--- src/rtl/core/ethernet_rx_address_filter_deframer_defines.svh ---
// Assertion macros for the receive address filter and deframer.
// No dependencies; taken in by files that carry concurrent assertions.
`ifndef ETHERNET_RX_ADDRESS_FILTER_DEFRAMER_DEFINES_SVH
`define ETHERNET_RX_ADDRESS_FILTER_DEFRAMER_DEFINES_SVH

`ifndef SYNTHESIS

// expr must hold at every clock edge outside reset
`define ERAFD_ASSERT_ALWAYS(label, clk, rst_n, expr) \
	label: assert property (@(posedge clk) disable iff (!rst_n) (expr)) \
		else $error("erafd: invariant violated");

// cons must hold in the cycle after ante
`define ERAFD_ASSERT_NEXT(label, clk, rst_n, ante, cons) \
	label: assert property (@(posedge clk) disable iff (!rst_n) (ante) |=> (cons)) \
		else $error("erafd: sequence violated");

`else

`define ERAFD_ASSERT_ALWAYS(label, clk, rst_n, expr)
`define ERAFD_ASSERT_NEXT(label, clk, rst_n, ante, cons)

`endif

`endif

--- src/rtl/core/erafd_pkg.sv ---
// Shared constants and types of the receive address filter and deframer.
// No dependencies.
package erafd_pkg;

	localparam int MAX_FRAME_BYTES = 1518;
	localparam int POS_W           = 11;
	localparam int ADDR_BYTES      = 6;
	localparam int HDR_BYTES       = 14;
	localparam int TYPE_HI_POS     = 12;
	localparam int TYPE_LO_POS     = 13;

	localparam int BYTE_W  = 8;
	localparam int TYPE_W  = 16;
	localparam int MAC_W   = 48;
	localparam logic [BYTE_W-1:0] BCAST_BYTE = 8'hFF;

	// short queue between front and back
	localparam int FIFO_DEPTH = 4;
	localparam int FIFO_AW    = 2;
	localparam int FIFO_CW    = 3;

	// register interface
	localparam int APB_AW = 4;
	localparam int APB_DW = 64;
	localparam logic REG_STATION_ADDRESS = 1'b0;

	typedef struct packed {
		logic [BYTE_W-1:0] payload_byte;
		logic [TYPE_W-1:0] ether_type;
		logic              payload_last;
	} payload_t;

	typedef struct packed {
		logic [POS_W-1:0] pos;
		logic             own_match;
		logic             broadcast_match;
	} front_status_t;

	typedef struct packed {
		logic [FIFO_CW-1:0] count;
		logic               full;
		logic               empty;
	} fifo_status_t;

endpackage

--- src/rtl/core/erafd_frame_if.sv ---
// Receive byte channel: valid/ready handshake carrying one frame byte.
// Depends on erafd_pkg.
interface erafd_frame_if;
	logic                         valid;
	logic                         ready;
	logic [erafd_pkg::BYTE_W-1:0] frame_byte;
	logic                         frame_end;

	modport source (output valid, output frame_byte, output frame_end, input ready);
	modport sink   (input valid, input frame_byte, input frame_end, output ready);
endinterface

--- src/rtl/core/erafd_payload_if.sv ---
// Payload channel: valid/ready handshake carrying one tagged payload byte.
// Depends on erafd_pkg.
interface erafd_payload_if;
	logic                         valid;
	logic                         ready;
	logic [erafd_pkg::BYTE_W-1:0] payload_byte;
	logic [erafd_pkg::TYPE_W-1:0] ether_type;
	logic                         payload_last;

	modport source (output valid, output payload_byte, output ether_type,
		output payload_last, input ready);
	modport sink   (input valid, input payload_byte, input ether_type,
		input payload_last, output ready);
endinterface

--- src/rtl/core/ethernet_rx_address_filter_deframer.sv ---
// Ethernet receive destination filter and deframer.
// Usage:
//  - frame_in takes one received byte per transfer, frame_end set on the
//    last byte. Header bytes 0..5 are checked against the station address
//    and broadcast; 12..13 give the ethertype; from byte 14 on, bytes of
//    matching frames leave on payload_out tagged with the ethertype.
//  - Frames with no match, or shorter than the header, produce nothing.
//    Bytes past 1518 are ignored; byte 1517 is then marked last.
//  - Throughput: one byte per cycle, sustained, in and out, while payload_out is ready.
//  - A payload byte reaches payload_out through a queue write, then an
//    output register load.
//  - A stalled receiver fills the four-entry queue plus the output register;
//    frame_in.ready then drops and recovers the cycle after a payload_out transfer.
//  - Header bytes take no queue space, but ready still drops on a full queue.
//  - APB register 0 (byte address 0, 64-bit data): station address in
//    bits 47..0, first byte on the wire in bits 47..40. Write only when idle.
//  - Reset (arst_n low): start of frame, both matches set, queue empty,
//    ethertype and station address cleared.
// Depends on erafd_pkg, both channel interfaces, the front, queue and
// output stage modules, and the assertion macro header.
`include "ethernet_rx_address_filter_deframer_defines.svh"

module ethernet_rx_address_filter_deframer (
	input  logic                           clk,
	input  logic                           arst_n,
	erafd_frame_if.sink                    frame_in,
	erafd_payload_if.source                payload_out,
	input  logic                           psel,
	input  logic                           penable,
	input  logic                           pwrite,
	input  logic [erafd_pkg::APB_AW-1:0]   paddr,
	input  logic [erafd_pkg::APB_DW-1:0]   pwdata,
	output logic [erafd_pkg::APB_DW-1:0]   prdata,
	output logic                           pready
);

	// register file
	logic [erafd_pkg::MAC_W-1:0]  station_q;
	logic                         reg_write;
	logic                         reg_index;

	// front to queue
	logic                         push;
	erafd_pkg::payload_t          entry;
	erafd_pkg::front_status_t     front_status;

	// queue to back
	erafd_pkg::payload_t          head;
	erafd_pkg::fifo_status_t      fifo_status;
	logic                         pop;

	// 8-byte register stride: bit 3 selects the register
	assign reg_index = paddr[3];
	assign pready    = 1'b1;
	assign reg_write = psel && penable && pwrite && pready;

	always_ff @(posedge clk or negedge arst_n) begin
		if (!arst_n) begin
			station_q <= '0;
		end else if (reg_write && reg_index == erafd_pkg::REG_STATION_ADDRESS) begin
			station_q <= pwdata[erafd_pkg::MAC_W-1:0];
		end
	end

	always_comb begin
		prdata = '0;
		if (reg_index == erafd_pkg::REG_STATION_ADDRESS) begin
			prdata = erafd_pkg::APB_DW'(station_q);
		end
	end

	// front end: position tracking, address filter, ethertype capture
	erafd_front u_front (
		.clk      (clk),
		.arst_n   (arst_n),
		.station  (station_q),
		.frame_in (frame_in),
		.space    (!fifo_status.full),
		.push     (push),
		.entry    (entry),
		.status   (front_status)
	);

	// decouples the line-rate input from receiver stalls
	erafd_fifo u_fifo (
		.clk       (clk),
		.arst_n    (arst_n),
		.push      (push),
		.push_data (entry),
		.pop       (pop),
		.head      (head),
		.status    (fifo_status)
	);

	// registered output onto the payload channel
	erafd_back u_back (
		.clk         (clk),
		.arst_n      (arst_n),
		.head        (head),
		.head_valid  (!fifo_status.empty),
		.pop         (pop),
		.payload_out (payload_out)
	);

	// queue never overfills
	`ERAFD_ASSERT_ALWAYS(a_fifo_bound, clk, arst_n,
		fifo_status.count <= erafd_pkg::FIFO_CW'(erafd_pkg::FIFO_DEPTH))

	// input back-pressure only comes from a full queue
	`ERAFD_ASSERT_ALWAYS(a_ready_space, clk, arst_n,
		frame_in.ready == !fifo_status.full)

	// a frame end always restarts header parsing with both matches armed
	`ERAFD_ASSERT_NEXT(a_frame_restart, clk, arst_n,
		frame_in.valid && frame_in.ready && frame_in.frame_end,
		front_status.pos == '0 && front_status.own_match && front_status.broadcast_match)

	// a queue entry always leaves once the output register is free
	`ERAFD_ASSERT_NEXT(a_drain, clk, arst_n,
		!fifo_status.empty && (!payload_out.valid || payload_out.ready),
		payload_out.valid)

endmodule

--- src/rtl/core/erafd_front.sv ---
// Front end: takes frame bytes, tracks header position, filters on address.
// Depends on erafd_pkg and erafd_frame_if.
module erafd_front (
	input  logic                            clk,
	input  logic                            arst_n,
	input  logic [erafd_pkg::MAC_W-1:0]     station,
	erafd_frame_if.sink                     frame_in,
	input  logic                            space,
	output logic                            push,
	output erafd_pkg::payload_t             entry,
	output erafd_pkg::front_status_t        status
);

	logic [erafd_pkg::POS_W-1:0]  pos_q;
	logic                         own_q;
	logic                         bcast_q;
	logic [erafd_pkg::TYPE_W-1:0] type_q;

	logic                         accept;
	logic                         in_range;
	logic                         is_addr;
	logic                         is_last;
	logic [erafd_pkg::BYTE_W-1:0] own_byte;

	assign frame_in.ready = space;
	assign accept   = frame_in.valid && space;
	assign in_range = pos_q < erafd_pkg::POS_W'(erafd_pkg::MAX_FRAME_BYTES);
	assign is_addr  = pos_q < erafd_pkg::POS_W'(erafd_pkg::ADDR_BYTES);
	assign is_last  = frame_in.frame_end
		|| pos_q == erafd_pkg::POS_W'(erafd_pkg::MAX_FRAME_BYTES - 1);

	// first byte on the wire is the top of the address
	always_comb begin
		unique case (pos_q[2:0])
			3'd0:    own_byte = station[47:40];
			3'd1:    own_byte = station[39:32];
			3'd2:    own_byte = station[31:24];
			3'd3:    own_byte = station[23:16];
			3'd4:    own_byte = station[15:8];
			3'd5:    own_byte = station[7:0];
			default: own_byte = '0;
		endcase
	end

	assign push = accept && in_range && (own_q || bcast_q)
		&& pos_q >= erafd_pkg::POS_W'(erafd_pkg::HDR_BYTES);
	assign entry.payload_byte = frame_in.frame_byte;
	assign entry.ether_type   = type_q;
	assign entry.payload_last = is_last;

	assign status.pos             = pos_q;
	assign status.own_match       = own_q;
	assign status.broadcast_match = bcast_q;

	always_ff @(posedge clk or negedge arst_n) begin
		if (!arst_n) begin
			pos_q   <= '0;
			own_q   <= 1'b1;
			bcast_q <= 1'b1;
			type_q  <= '0;
		end else if (accept) begin
			if (in_range && pos_q == erafd_pkg::POS_W'(erafd_pkg::TYPE_HI_POS)) begin
				type_q[15:8] <= frame_in.frame_byte;
			end
			if (in_range && pos_q == erafd_pkg::POS_W'(erafd_pkg::TYPE_LO_POS)) begin
				type_q[7:0] <= frame_in.frame_byte;
			end
			if (frame_in.frame_end) begin
				pos_q   <= '0;
				own_q   <= 1'b1;
				bcast_q <= 1'b1;
			end else begin
				// saturates at the length limit; extra bytes are dropped
				if (in_range) begin
					pos_q <= pos_q + 1'b1;
				end
				if (is_addr) begin
					own_q   <= own_q && (frame_in.frame_byte == own_byte);
					bcast_q <= bcast_q && (frame_in.frame_byte == erafd_pkg::BCAST_BYTE);
				end
			end
		end
	end

endmodule

--- src/rtl/core/erafd_fifo.sv ---
// Short queue of payload entries between the front end and the output stage.
// Depends on erafd_pkg.
module erafd_fifo (
	input  logic                      clk,
	input  logic                      arst_n,
	input  logic                      push,
	input  erafd_pkg::payload_t       push_data,
	input  logic                      pop,
	output erafd_pkg::payload_t       head,
	output erafd_pkg::fifo_status_t   status
);

	erafd_pkg::payload_t              mem_q [erafd_pkg::FIFO_DEPTH];
	logic [erafd_pkg::FIFO_AW-1:0]    wr_ptr_q;
	logic [erafd_pkg::FIFO_AW-1:0]    rd_ptr_q;
	logic [erafd_pkg::FIFO_CW-1:0]    count_q;
	logic                             do_push;
	logic                             do_pop;

	assign status.count = count_q;
	assign status.full  = count_q == erafd_pkg::FIFO_CW'(erafd_pkg::FIFO_DEPTH);
	assign status.empty = count_q == '0;
	assign head         = mem_q[rd_ptr_q];

	assign do_push = push && !status.full;
	assign do_pop  = pop && !status.empty;

	always_ff @(posedge clk) begin
		if (do_push) begin
			mem_q[wr_ptr_q] <= push_data;
		end
	end

	always_ff @(posedge clk or negedge arst_n) begin
		if (!arst_n) begin
			wr_ptr_q <= '0;
			rd_ptr_q <= '0;
			count_q  <= '0;
		end else begin
			if (do_push) begin
				wr_ptr_q <= wr_ptr_q + 1'b1;
			end
			if (do_pop) begin
				rd_ptr_q <= rd_ptr_q + 1'b1;
			end
			if (do_push && !do_pop) begin
				count_q <= count_q + 1'b1;
			end else if (do_pop && !do_push) begin
				count_q <= count_q - 1'b1;
			end
		end
	end

endmodule

--- src/rtl/core/erafd_back.sv ---
// Output stage: registers the queue head onto the payload channel.
// Depends on erafd_pkg and erafd_payload_if.
module erafd_back (
	input  logic                      clk,
	input  logic                      arst_n,
	input  erafd_pkg::payload_t       head,
	input  logic                      head_valid,
	output logic                      pop,
	erafd_payload_if.source           payload_out
);

	logic                 out_valid_q;
	erafd_pkg::payload_t  out_q;

	// refill whenever the register is empty or being drained this cycle
	assign pop = head_valid && (!out_valid_q || payload_out.ready);

	assign payload_out.valid        = out_valid_q;
	assign payload_out.payload_byte = out_q.payload_byte;
	assign payload_out.ether_type   = out_q.ether_type;
	assign payload_out.payload_last = out_q.payload_last;

	always_ff @(posedge clk or negedge arst_n) begin
		if (!arst_n) begin
			out_valid_q <= 1'b0;
		end else if (pop) begin
			out_valid_q <= 1'b1;
		end else if (payload_out.ready) begin
			out_valid_q <= 1'b0;
		end
	end

	always_ff @(posedge clk) begin
		if (pop) begin
			out_q <= head;
		end
	end

endmodule
--- src/flat_wrapper.sv ---
// flat-port wrapper written by rule: the top's interface ports become plain ports
module ethernet_rx_address_filter_deframer_flat 
  (clk, arst_n, psel, penable, pwrite, paddr, pwdata, prdata, pready, frame_in_valid, frame_in_frame_byte, frame_in_frame_end, frame_in_ready, payload_out_valid, payload_out_payload_byte, payload_out_ether_type, payload_out_payload_last, payload_out_ready);
  erafd_frame_if frame_in_i ();
  erafd_payload_if payload_out_i ();
  input  logic clk;
  input  logic arst_n;
  input  logic psel;
  input  logic penable;
  input  logic pwrite;
  input  logic [erafd_pkg::APB_AW-1:0] paddr;
  input  logic [erafd_pkg::APB_DW-1:0] pwdata;
  output logic [erafd_pkg::APB_DW-1:0] prdata;
  output logic pready;
  input wire logic [$bits(frame_in_i.valid)-1:0] frame_in_valid;
  input wire logic [$bits(frame_in_i.frame_byte)-1:0] frame_in_frame_byte;
  input wire logic [$bits(frame_in_i.frame_end)-1:0] frame_in_frame_end;
  output wire logic [$bits(frame_in_i.ready)-1:0] frame_in_ready;
  output wire logic [$bits(payload_out_i.valid)-1:0] payload_out_valid;
  output wire logic [$bits(payload_out_i.payload_byte)-1:0] payload_out_payload_byte;
  output wire logic [$bits(payload_out_i.ether_type)-1:0] payload_out_ether_type;
  output wire logic [$bits(payload_out_i.payload_last)-1:0] payload_out_payload_last;
  input wire logic [$bits(payload_out_i.ready)-1:0] payload_out_ready;
  assign frame_in_i.valid = frame_in_valid;
  assign frame_in_i.frame_byte = frame_in_frame_byte;
  assign frame_in_i.frame_end = frame_in_frame_end;
  assign frame_in_ready = frame_in_i.ready;
  assign payload_out_valid = payload_out_i.valid;
  assign payload_out_payload_byte = payload_out_i.payload_byte;
  assign payload_out_ether_type = payload_out_i.ether_type;
  assign payload_out_payload_last = payload_out_i.payload_last;
  assign payload_out_i.ready = payload_out_ready;
  ethernet_rx_address_filter_deframer u_core (.clk(clk), .arst_n(arst_n), .frame_in(frame_in_i), .payload_out(payload_out_i), .psel(psel), .penable(penable), .pwrite(pwrite), .paddr(paddr), .pwdata(pwdata), .prdata(prdata), .pready(pready));
endmodule
--- config.mk ---
export PLATFORM = sky130hd
export DESIGN_NAME = ethernet_rx_address_filter_deframer_flat
export DESIGN_NICKNAME = d
export VERILOG_FILES = /design/src/rtl/core/erafd_pkg.sv /design/src/rtl/core/erafd_frame_if.sv /design/src/rtl/core/erafd_payload_if.sv /design/src/rtl/core/ethernet_rx_address_filter_deframer.sv /design/src/rtl/core/erafd_front.sv /design/src/rtl/core/erafd_fifo.sv /design/src/rtl/core/erafd_back.sv /design/src/flat_wrapper.sv
export VERILOG_INCLUDE_DIRS = /design/src /design/src/rtl/core
export SDC_FILE = /design/constraint.sdc
export NUM_CORES = 1
export LEC_CHECK = 0
export BUFFER_PORTS_ARGS = -buffer_cell sky130_fd_sc_hd__buf_4
export CAP_MARGIN = 20
export CORE_MARGIN = 3
export CORE_UTILIZATION = 50
export CTS_CLUSTER_SIZE = 14
export DETAILED_ROUTE_END_ITERATION = 16
export HOLD_SLACK_MARGIN = 0.1
export PLACE_DENSITY_LB_ADDON = 0.08
export REMOVE_ABC_BUFFERS = 1
export SETUP_SLACK_MARGIN = 0.15
export SLEW_MARGIN = 5
export SYNTH_ARGS = -nofsm -noshare
export SYNTH_HDL_FRONTEND = slang
export SYNTH_SLANG_ARGS = --single-unit
--- constraint.sdc ---
create_clock -name clk -period 4.2 [get_ports clk]
set_input_delay 1.05 -clock clk [delete_from_list [all_inputs] [get_ports clk]]
set_output_delay 1.05 -clock clk [all_outputs]
set_load 0.05 [all_outputs]
After elaboration in Yosys (flattened, before gate mapping)
Memories as Yosys holds them, arrays and structs flattened. A register that Yosys moved wholly into a read port is not among the register bits.
Index checks and enable logic that the tools add are counted.

word-level totals
  register bits after elaboration = 85
  memory bits (writable) = 100
  bits of input ports = 84
  output and inout bits = 92
  logic and storage cells = 79
  memories = 1

memories
  name                 words  bits a word  read ports  clocked after Yosys merged registers in  write ports  line              source
  u_core.u_fifo.mem_q  4      25           1           1                                        1            erafd_fifo.sv:13  erafd_pkg::payload_t mem_q [erafd_pkg::FIFO_DEPTH];

operators by class
  add/subtract/negate cells = 5
  magnitude comparators = 3
  equality and inequality tests = 11
  multiplexer cells = 14
  bitwise logic cells = 1
  reduce and logical (&&, ||, !) cells = 34

operator list
  cell                     number
  $mux W48                 1
  $pmux W8 S6              1
  $eq A11 B4 Y1 const B    2
  $mux W11                 2
  $logic_and A1 B1 Y1      16
  $add A11 B1 Y11 const B  1
  $eq A11 B11 Y1 const B   1
  $ge A11 B4 Y1 const B    1
  $lt A11 B11 Y1 const B   1
  $lt A11 B3 Y1 const B    1
  $eq A3 B3 Y1 const B     3
  $eq A8 B8 Y1             1
  $eq A8 B8 Y1 const B     1
  $mux W1                  8
  $reduce_and A2 Y1        4
  $reduce_bool A2 Y1       4
  $eq A3 B2 Y1 const B     2
  $logic_not A3 Y1         2
  $mux W3                  2
  $logic_not A1 Y1         5
  $add A2 B1 Y2 const B    2
  $add A3 B1 Y3 const B    1
  $eq A3 B1 Y1 const B     1
  $logic_or A1 B1 Y1       3
  other kinds (2)          2

Logic depth before layout (Yosys ltp)
Gate-level depths: netlist (run 1).

  depth in word-level cells = 11
  gate-level depth with buffers = 12
  depth with buffers taken out = 10

Cells and area by module
A second synthesis (run 1) with hierarchy kept.

unflattened totals
  cell total of the unflattened synthesis = 563
  area total of the unflattened synthesis = 9128.8 sq um

modules (own cells, without submodules)
  module                               times used  cells each  area each (sq um)
  erafd_fifo                           1           168         4047.6
  ethernet_rx_address_filter_deframer  1           176         2347.3
  erafd_front                          1           190         1939.4
  erafd_back                           1           29          794.5

Worst setup path before layout (run 1)
No wires, ideal clock.

  kind = in2reg
  from = input payload_out_ready
  to = register u_core.u_fifo.count_q[1] (netlist bit)
  data arrival time = 3.563 ns
  setup slack = 0.512 ns
  stages on the path = 7
  path through = inv_1 a21oi_1 inv_1 ha_1 inv_1 fa_1 mux2_2

on the way
  cells in the longest elaborated chain, start to end = 6
  elaborated cells on any way between the ends = 8
  those cells by class = mux (1); reduce/logical (7)

ends and longest elaborated chain
  item                                                  line                                       source
  start, declared                                       flat_wrapper.sv:23                         input wire logic [$bits(payload_out_i.ready)-1:0] payload_out_ready;
  $logic_or A1 B1 Y1 *                                  erafd_back.sv:16                           assign pop = head_valid && (!out_valid_q || payload_out.ready);
  $logic_and A1 B1 Y1 *                                 erafd_back.sv:16
  net u_core.pop                                        ethernet_rx_address_filter_deframer.sv:50  logic pop;
  $logic_and A1 B1 Y1 *                                 erafd_fifo.sv:26                           assign do_pop = pop && !status.empty;
  $logic_not A1 Y1                                      erafd_fifo.sv:46                           if (do_push && !do_pop) begin
  $logic_and A1 B1 Y1                                   erafd_fifo.sv:46
  $mux W3 / $reduce_bool A2 Y1 (equally long branches)  n/a
  end signal, assigned                                  erafd_fifo.sv:47                           count_q <= count_q + 1'b1;
  end signal, assigned                                  erafd_fifo.sv:49                           count_q <= count_q - 1'b1;
  end, declared                                         erafd_fifo.sv:16                           logic [erafd_pkg::FIFO_CW-1:0] count_q;

The timed path passes the listed nets; every way through them passes the cells marked *.
A chain may end at the register's enable or synchronous reset.

Final worst setup path (run 1)
  from = input paddr[3] (netlist bit)
  to = output prdata[16] (netlist bit)

on the way
  cells in the longest elaborated chain, start to end = 1

ends and longest elaborated chain
  item             line                                       source
  start, declared  flat_wrapper.sv:11                         input logic [erafd_pkg::APB_AW-1:0] paddr;
  $mux W48         ethernet_rx_address_filter_deframer.sv:67  if (reg_index == erafd_pkg::REG_STATION_ADDRESS) begin
  end, declared    flat_wrapper.sv:13                         output logic [erafd_pkg::APB_DW-1:0] prdata;

Every way passes these cells.

==> results of run 1 <==
## critical path, stage by stage
cell	delay, ps
buf_4	410
nor2b_1	140
buf_4	220
## report_power, final
part	total, mW	internal [mW]	switching [mW]
Sequential	2.72	2.50	0.218
Combinational	2.02	0.786	1.24
Clock	1.76	1.02	0.736
Total	6.50	4.31	2.19
## through the flow
stage          util [%]  hold WS, ps  total power, mW  cells  worst slack, ps
3_5_place_dp       58.2          505             4.81    893              909
5_1_grt            61.9          534             6.81    933             1200
6_report           61.9          520             6.50    933             1300
4_1_cts            61.9          520             6.59    933             1290
2_1_floorplan         -          455             4.16    516              512
3_3_place_gp       58.2          471             4.77    893             1040
## layer usage
metal / vias up / global-route usage, % / routed length [um]
li1: 2302 / - / -
met1: 2524 / 23.5 / 7130
met2: 173 / 31.0 / 8780
met3: 28 / 5.70 / 1570
met4: 0 / 4.99 / 322
met5: - / 0 / 0
## kinds of logic (layout without fill, tap and decap cells)
kind of cell	count (synthesis)	count (layout)
AOI/OAI and AO/OA	50	50
xor gates and xnor gates	19	19
adders and majority gates	11	11
buffers and inverters	55	203
DFF	210	210
muxes	92	92
other	2	17
and+or+nand+nor	106	106
## state kept, by name, indices dropped and copies added (netlist names)
register                                count
u_core.u_fifo.count_q                       3
u_core.u_back.payload_out.payload_last      1
u_core.u_front.type_q                      16
u_core.u_fifo.wr_ptr_q                      2
u_core.u_fifo.rd_ptr_q                      2
u_core.u_back.payload_out.valid             1
u_core.u_back.payload_out.ether_type       16
u_core.u_fifo.mem_q                       100
u_core.u_front.pos_q                       11
u_core.u_back.payload_out.payload_byte      8
u_core.station_q                           48
u_core.u_front.bcast_q                      1
u_core.u_front.own_q                        1
## path summary, 6_finish.rpt
check / slack, ps / cells past startpoint / from / to
setup / recovery: 1300 / 3 / paddr[3] / prdata[16]
hold / removal: 520 / 0 / u_core.u_front.type_q[14] / u_core.u_fifo.mem_q[0][15]
min in group asynchronous: 600 / 1 / arst_n / u_core.station_q[7]
setup reg to reg: 1400 / 10 / u_core.u_front.pos_q[1] / u_core.u_fifo.count_q[2]
max in group asynchronous: 2820 / 2 / arst_n / u_core.u_front.bcast_q
hold reg to reg: 520 / 0 / u_core.u_front.type_q[14] / u_core.u_fifo.mem_q[0][15]
## cell usage in the layout (no fill, tap or decap), types with 2 or more instances in the layout
cell type	n
nand3_1	3
clkinv_2	2
nor2_1	12
or4_1	2
a21oi_1	4
mux2_4	17
clkbuf_16	23
mux2_2	49
xor2_1	8
a222oi_1	6
a31oi_1	4
nor2b_1	48
o211ai_1	2
and3_1	3
and2_1	5
o21ai_0	11
buf_4	152
clkbuf_1	9
a22o_1	3
a21o_1	2
or3_1	4
inv_1	11
nor3_1	4
conb_1	17
nor4_1	2
dfrtp_1	83
clkinv_1	4
a32o_1	4
nand4_1	6
dfstp_2	2
a22oi_1	4
mux4_2	25
ha_1	10
nand2_1	13
xnor2_1	11
edfxtp_1	125
## final cells by class
class / instances / area, um2
timing repair buffer: 152 / 1140
multi-input combinational: 295 / 2750
fill: 1301 / 6610
clock inverter: 7 / 33.8
sequential: 210 / 5880
clock buffer: 33 / 623
inverter: 11 / 41.3
tap: 225 / 282
==> flow_summary.yaml, run 1 <==
outcome:
  outcome: "finished, final reports clean"
sta:
  max_slew_margin_pct: 36.1
  setup_viol: 0
  fmax_mhz: 345
  hold_viol_final: 0
  timing.final.crit_share_pct: 69.1
  worst_pin_slew_ps: 959
  period_needed_ps: 2900
  rsz0062_at_grt: "no"
  maxSlewViolCount: 0
  fin_skew_ps: 5.89
  tns_ps: 0
synth:
  ys_seq_elements: 210
  synth.most_common_cell: "edfxtp_1"
  synthCells: 545
  ys_types: 52
  synth_compound_area_share_pct: 4.30
  synth-edff-count: 125
  ys_seq_area_share_pct: 66.3
  yosysTopAreaCell: "edfxtp_1"
  synth_top_cells_by_count: "edfxtp_1 (125), dfrtp_1 (83), mux2_2 (49), nor2b_1 (48), mux4_2 (25)"
  netlist_area_mm2: 0.00887
  synth_xor_area_share_pct: 1.88
  synth_top_family_by_area: "multiplexers"
  avgSynthCellArea_um2: 16.3
  synth-main-ff-cell: "edfxtp_1"
  synthTopCellsByArea: "edfxtp_1 (42%), dfrtp_1 (23%), mux4_2 (6.3%)"
  yosys.area_share.simple_pct: 6.84
  yosys_warnings: 0
  synth.area.mux_share_pct: 15.6
  synthAdderAreaFrac_pct: 1.64
  async_flop_share_pct: 40.5
  synth_largest_type_area_fraction_pct: 42.3
setup_path:
  worstPathArrival_ps: 1850
  critPathKind: "primary input to primary output"
  path_max_fanout: 49
  required_ps: 3150
  crit_path_start_kind: "primary input"
  worstSetupEndpointType: "primary output"
clock_network:
  clock_path_buffers: 3
  postCtsSetupBuffers: 0
  hold_buffers: 0
  cts_resized: 0
  cts_tree: "built"
  clk-insertion-delay-late_ps: 490
  clk_pin_slew_ps: 60
  numClockSinks: 210
  htree_levels: 1
  numCtsBuffers: 22
  cts-root-buf: "clkbuf_16"
layout:
  area_growth_pct: 21.2
  finalNetCount: 787
  antenna_cells: 0
  fin_area_mm2: 0.0108
  drive_gt1_share_pct: 39.3
place:
  portBuffers: 139
  placed_area_mm2: 0.0101
  gp_congestion: 0.785
  dp_hpwl_mm: 11.9
power_and_ir_drop:
  powerDensity_mw_per_mm2: 605
  peakVddDrop_mv: 0.380
  p_leak_nw: 4.40
floorplanning:
  core-area_mm2: 0.0174
  die_y_um: 139
  num_rows: 48
  fp.dieArea_mm2: 0.0194
  die_x_um: 139
  start_util_pct: 51.1
  ios: 176
global_routing:
  grt_max_degree: 52
  antenna_found_initial: 0
  grt_usage_pct: 18.4
  grt_first_pass_wirelength_mm: 28.7
  grt-ovfl-total: 0
  grt_pass1_vias: 5440
detailed_routing:
  via_per_inst: 5.39
  drc: 0
  wire_per_inst_um: 19.1
  drt_iter0_drc: 234
  detail-route-antenna-nets: 0
  dr_total_vias: 5027
  drt-pass1-iter-count: 7
  drt-total-wl_mm: 17.8
run:
  max_cap_viol_count: 0
hold_path:
  hp-class: "register to register"
Note: power is estimated with default switching activity, not from simulation.
==> run 2, diff against run 1 <==
==> constraint.sdc (replaced) <==
create_clock -name clk -period 2.7 [get_ports clk]
set_input_delay 0.675 -clock clk [delete_from_list [all_inputs] [get_ports clk]]
set_output_delay 0.675 -clock clk [all_outputs]
set_load 0.05 [all_outputs]
==> run 2 against run 1 <==
Clock-buffer cell count decreased by 3. Sequential share of layout area decreased by 1.6 points. Clock power increased by 83%. Largest power group unchanged. Non-clock buffer count grew 11.
==> flow_summary.yaml, run 2 (synthesis gave the netlist of run 1 again) <==
place:
  post-place-ws_ps: 168
  gp_congestion: 0.764
  dp_hpwl_mm: 12.0
  portBuffers: 139
layout:
  drive_gt1_share_pct: 42.1
  largest-register: "u_core.u_fifo.mem_q"
  seqCellArea_mm2: 0.00588
  top_regs: "u_core.u_fifo.mem_q x100, u_core.station_q x48"
  multiInputGateArea_mm2: 0.00276
  final_common_cell: "buf_4"
  area_growth_pct: 24.9
  largest_reg_flops: 100
  antenna_cells: 0
  n_fill_cell: 1263
  utilization_pct: 63.9
  layout_common_cells: "buf_4 (155), edfxtp_1 (125), dfrtp_1 (82), mux2_2 (49), nor2b_1 (48)"
  finalNetCount: 799
power_and_ir_drop:
  netSwitchingPower_mw: 3.48
  clkPwrFrac_pct: 30.1
  combPwrFrac_pct: 30.3
  powerDensity_mw_per_mm2: 965
  internal_power_mw: 7.22
  switching_share_pct: 32.5
  sequentialPowerShare_pct: 39.6
  power_mw: 10.7
  peakVddDrop_mv: 0.736
  p_leak_nw: 4.55
detailed_routing:
  drc: 0
  detail-route-antenna-nets: 0
  drt_iter0_drc: 234
  drt-pass1-iter-count: 5
  via_per_inst: 5.39
  dr_total_vias: 5096
  drt-total-wl_mm: 18.5
  wire_per_inst_um: 19.6
global_routing:
  grt_max_degree: 86
  antenna_found_initial: 0
  grt-ovfl-total: 0
  grt_pass1_vias: 5447
  grt_usage_pct: 19.1
  grt_first_pass_wirelength_mm: 29.7
setup_path:
  cp_slowest_cell: "dfrtp_2"
  crit_family: "simple AND/OR/NAND/NOR gates"
  critPathMaxStageDelay_ps: 460
  worst-path-stages: 10
  critPathKind: "register to register"
  path_max_fanout: 7
  cp_common_cell: "xor2_1"
  rrSetupSlack_ps: 310
  worst-path-buf-inv: 1
  worstPathArrival_ps: 2810
  required_ps: 3120
  crit_path_start_kind: "register"
  worst-r2r-cell-count: 10
  cp_cell_sequence: "a31oi_2 > o41ai_2 > or2_2 > nor2_2 > ha_1 > inv_1 > fa_1 > xor2_1 > nor2_1 > xor2_1"
  reg2reg_from: "u_core.u_front.pos_q[1]"
  worstReg2RegEnd: "u_core.u_fifo.count_q[2]"
  worstSetupEndpointType: "register"
sta:
  fin_ws_ps: 310
  fin_skew_ps: 8.66
  fmax_mhz: 418
  rsz0062_at_grt: "no"
  tns_ps: 0
  holdWs_ps: 189
  setup_viol: 0
  hold_viol_final: 0
  max_slew_margin_pct: 50.3
  period_needed_ps: 2390
  worst_pin_slew_ps: 736
  timing.final.crit_share_pct: 88.5
  maxSlewViolCount: 0
floorplanning:
  core-area_mm2: 0.0174
  fp.dieArea_mm2: 0.0194
  die_y_um: 139
  ios: 176
  die_x_um: 139
  num_rows: 48
  start_util_pct: 51.1
clock_network:
  numCtsBuffers: 23
  clock_path_buffers: 3
  numClockSinks: 210
  clk-insertion-delay-late_ps: 490
  htree_levels: 1
  cts_tree: "built"
  postCtsSetupBuffers: 0
  clk_pin_slew_ps: 60
  cts-root-buf: "clkbuf_16"
hold_path:
  hp-class: "primary input to async pin"
outcome:
  outcome: "finished, final reports clean"
run:
  max_cap_viol_count: 0
-- run 2: area by class of cell --
cell class	instances	area share, %
clock buffer	30	5.70
tap	225	2.54
sequential	210	53.1
clock inverter	11	1.43
inverter	11	0.373
timing repair buffer	163	11.9
multi-input combinational	295	24.9
-- run 2: timing repair --
item,CTS,global route
hold buffers,0,0
setup endpoints to repair,0,3
resized for setup,0,5
-- run 2: worst register-to-register path, cell delays in order, from the launching register on --
cell and delay (ps):
dfrtp_2 460, a31oi_2 230, o41ai_2 80, or2_2 330
nor2_2 170, ha_1 210, inv_1 60, fa_1 370
xor2_1 150, nor2_1 110, xor2_1 150
-- run 2: worst max path at each step --
stage	start	end	slack, ps
after floorplan	payload_out_ready	u_core.u_fifo.count_q[1]	-610
after global placement	u_core.u_front.pos_q[1]	u_core.u_front.own_q	230
after detailed placement	frame_in_valid	u_core.u_fifo.count_q[2]	170
after CTS	u_core.u_front.pos_q[1]	u_core.u_fifo.count_q[2]	180
after global routing	u_core.u_front.pos_q[1]	u_core.u_fifo.count_q[2]	130
final	u_core.u_front.pos_q[1]	u_core.u_fifo.count_q[2]	310
-- run 2: power groups by stage --
stage               sequential [mW]  combinational [mW]  clock (mW)
floorplan                      4.90                1.57           0
global placement               4.27                3.25           0
global route                   4.29                3.47        3.43
CTS                            4.23                3.28        3.30
detailed placement             4.29                3.28           0
finish                         4.23                3.25        3.22
-- run 2: metrics by stage --
stage / cell area [um2] / std cells
6_report: 11100 / 945
4_1_cts: 11100 / 945
5_1_grt: 11100 / 945
3_3_place_gp: 10300 / 904
3_5_place_dp: 10300 / 904
2_1_floorplan: 8670 / 516
-- run 2: layer usage --
layer  routed length (um)  track usage (%)
met1                 7810             25.7
met2                 8870             31.5
met3                 1540             5.53
met4                  315             4.17
met5                    0                0
==> run 3, diff against run 2 <==
--- a/config.mk
+++ b/config.mk
@@ -10,6 +10,7 @@
 export CAP_MARGIN = 20
 export CORE_MARGIN = 3
 export CORE_UTILIZATION = 50
+export CTS_BUF_LIST = sky130_fd_sc_hd__clkbuf_2 sky130_fd_sc_hd__clkbuf_4 sky130_fd_sc_hd__clkbuf_8
 export CTS_CLUSTER_SIZE = 14
 export DETAILED_ROUTE_END_ITERATION = 16
 export HOLD_SLACK_MARGIN = 0.1
==> run 3 against run 2 <==
Clock skew rose by 12 ps. Die area did not move. Clock power fell by 11%. Critical path type unchanged. Cell area fell by 0.56%. Non-clock buffer count did not move. First-iteration DRC count fell by 3.4%. Sequential power barely moved. Maximum frequency fell by 0.58%. Sequential share of layout area rose by 0.30 points. Setup slack got worse by 14 ps. Combinational power barely moved.
==> flow_summary.yaml, run 3 (synthesis gave the netlist of run 1 again) <==
outcome:
  outcome: "finished, final reports clean"
setup_path:
  path_max_fanout: 7
  crit_path_start_kind: "register"
  critPathKind: "register to register"
  rrSetupSlack_ps: 300
  worstPathArrival_ps: 2840
  worstSetupEndpointType: "register"
  required_ps: 3140
detailed_routing:
  via_per_inst: 5.31
  drt-total-wl_mm: 18.7
  detail-route-antenna-nets: 0
  drc: 0
  dr_total_vias: 5145
  drt_iter0_drc: 226
  wire_per_inst_um: 19.3
  drt-pass1-iter-count: 4
sta:
  period_needed_ps: 2400
  worst_pin_slew_ps: 711
  timing.final.crit_share_pct: 89.0
  fmax_mhz: 416
  max_slew_margin_pct: 52.0
  fin_skew_ps: 20.8
  rsz0062_at_grt: "yes"
  holdWs_ps: 181
  maxSlewViolCount: 0
  hold_viol_final: 0
  setup_viol: 0
clock_network:
  htree_levels: 2
  clk-insertion-delay-late_ps: 530
  numCtsBuffers: 36
  numClockSinks: 210
  clk_pin_slew_ps: 60
  clock_path_buffers: 3
  hold_buffers: 0
  cts_tree: "built"
  cts-root-buf: "clkbuf_8"
run:
  max_cap_viol_count: 0
power_and_ir_drop:
  peakVddDrop_mv: 0.595
  powerDensity_mw_per_mm2: 937
  p_leak_nw: 4.56
global_routing:
  grt-ovfl-total: 0
  grt_max_degree: 86
  grt_usage_pct: 19.4
  antenna_found_initial: 0
  grt_first_pass_wirelength_mm: 29.8
  grt_pass1_vias: 5582
layout:
  final_common_cell: "buf_4"
  layout_common_cells: "buf_4 (155), edfxtp_1 (125), dfrtp_1 (82), mux2_2 (49), nor2b_1 (48)"
  largest-register: "u_core.u_fifo.mem_q"
  fin_area_mm2: 0.0110
  largest_reg_flops: 100
  finalNetCount: 812
  n_fill_cell: 1288
  antenna_cells: 0
  top_regs: "u_core.u_fifo.mem_q x100, u_core.station_q x48"
  utilization_pct: 63.5
  drive_gt1_share_pct: 43.8
  area_growth_pct: 24.2
floorplanning:
  start_util_pct: 51.1
  die_x_um: 139
  num_rows: 48
  core-area_mm2: 0.0174
  ios: 176
  die_y_um: 139
  fp.dieArea_mm2: 0.0194
place:
  portBuffers: 139
  dp_hpwl_mm: 12.0
  gp_congestion: 0.764
  placed_area_mm2: 0.0103
hold_path:
  hp-class: "primary input to async pin"
[run 3: cell count changes in the layout (fill, tap and decap cells not counted), moves of 4 or more]
cell | previous run | this run
clkbuf_4 | 0 | 16
clkbuf_16 | 23 | 0
clkinv_2 | 4 | 0
clkbuf_1 | 4 | 0
bufinv_16 | 4 | 0
clkinv_1 | 1 | 5
clkbuf_8 | 3 | 41
[run 3: worst paths after layout]
check                                          from                              end  depth (start not counted)
max reg2reg                 u_core.u_front.pos_q[1]         u_core.u_fifo.count_q[2]                         10
max in group asynchronous                    arst_n             u_core.u_front.own_q                          2
min reg2reg                u_core.u_front.type_q[2]        u_core.u_fifo.mem_q[1][3]                          0
min in group clk                  payload_out_ready  u_core.u_back.payload_out.valid                          2
max                         u_core.u_front.pos_q[1]         u_core.u_fifo.count_q[2]                         10
min                                          arst_n             u_core.station_q[39]                          2
[run 3: metrics by stage]
| step | setup TNS, ps | power [mW] | setup WS, ps | std cells |
|---|---|---|---|---|
| floorplan | -23080 | 6.47 | -613 | 516 |
| global placement | 0 | 7.52 | 234 | 904 |
| detailed placement | 0 | 7.57 | 168 | 904 |
| CTS | 0 | 10.5 | 173 | 969 |
| global route | 0 | 10.8 | 126 | 969 |
| finish | 0 | 10.3 | 296 | 969 |
[run 3: repair_timing]
| action | CTS | global route |
|---|---|---|
| endpoints found under the setup margin | 0 | 3 |
| resized for setup | 0 | 4 |
| setup buffers | 0 | 0 |
[run 3: per-layer routing]
layer / global-route usage (%) / up-vias / routed length (um)
met1: 25.8 / 2571 / 7980
li1: - / 2364 / -
met2: 31.3 / 186 / 8880
met4: 6.02 / 0 / 300
met5: 0 / - / 0
met3: 5.81 / 24 / 1530
[run 3: critical path, cell delays in order, from the launching register on]
cell	delay [ps]
dfrtp_2	460
a31oi_2	230
o41ai_2	80
or2_2	330
nor2_2	180
ha_1	210
inv_1	60
fa_1	370
xor2_1	150
nor2_1	110
xor2_1	150
[run 3: report_power, final]
group,switching (mW),internal [mW]
logic,1.95,1.30
clock network,1.23,1.62
registers,0.337,3.90
total,3.52,6.81
[run 3: layout make-up]
| type | count | area, um2 | area share, % |
|---|---|---|---|
| tap | 225 | 282 | 2.55 |
| timing repair buffer | 163 | 1320 | 12.0 |
| clock inverter | 8 | 46.3 | 0.420 |
| sequential | 210 | 5880 | 53.4 |
| multi-input combinational | 295 | 2760 | 25.0 |
| clock buffer | 57 | 684 | 6.21 |
| inverter | 11 | 41.3 | 0.375 |
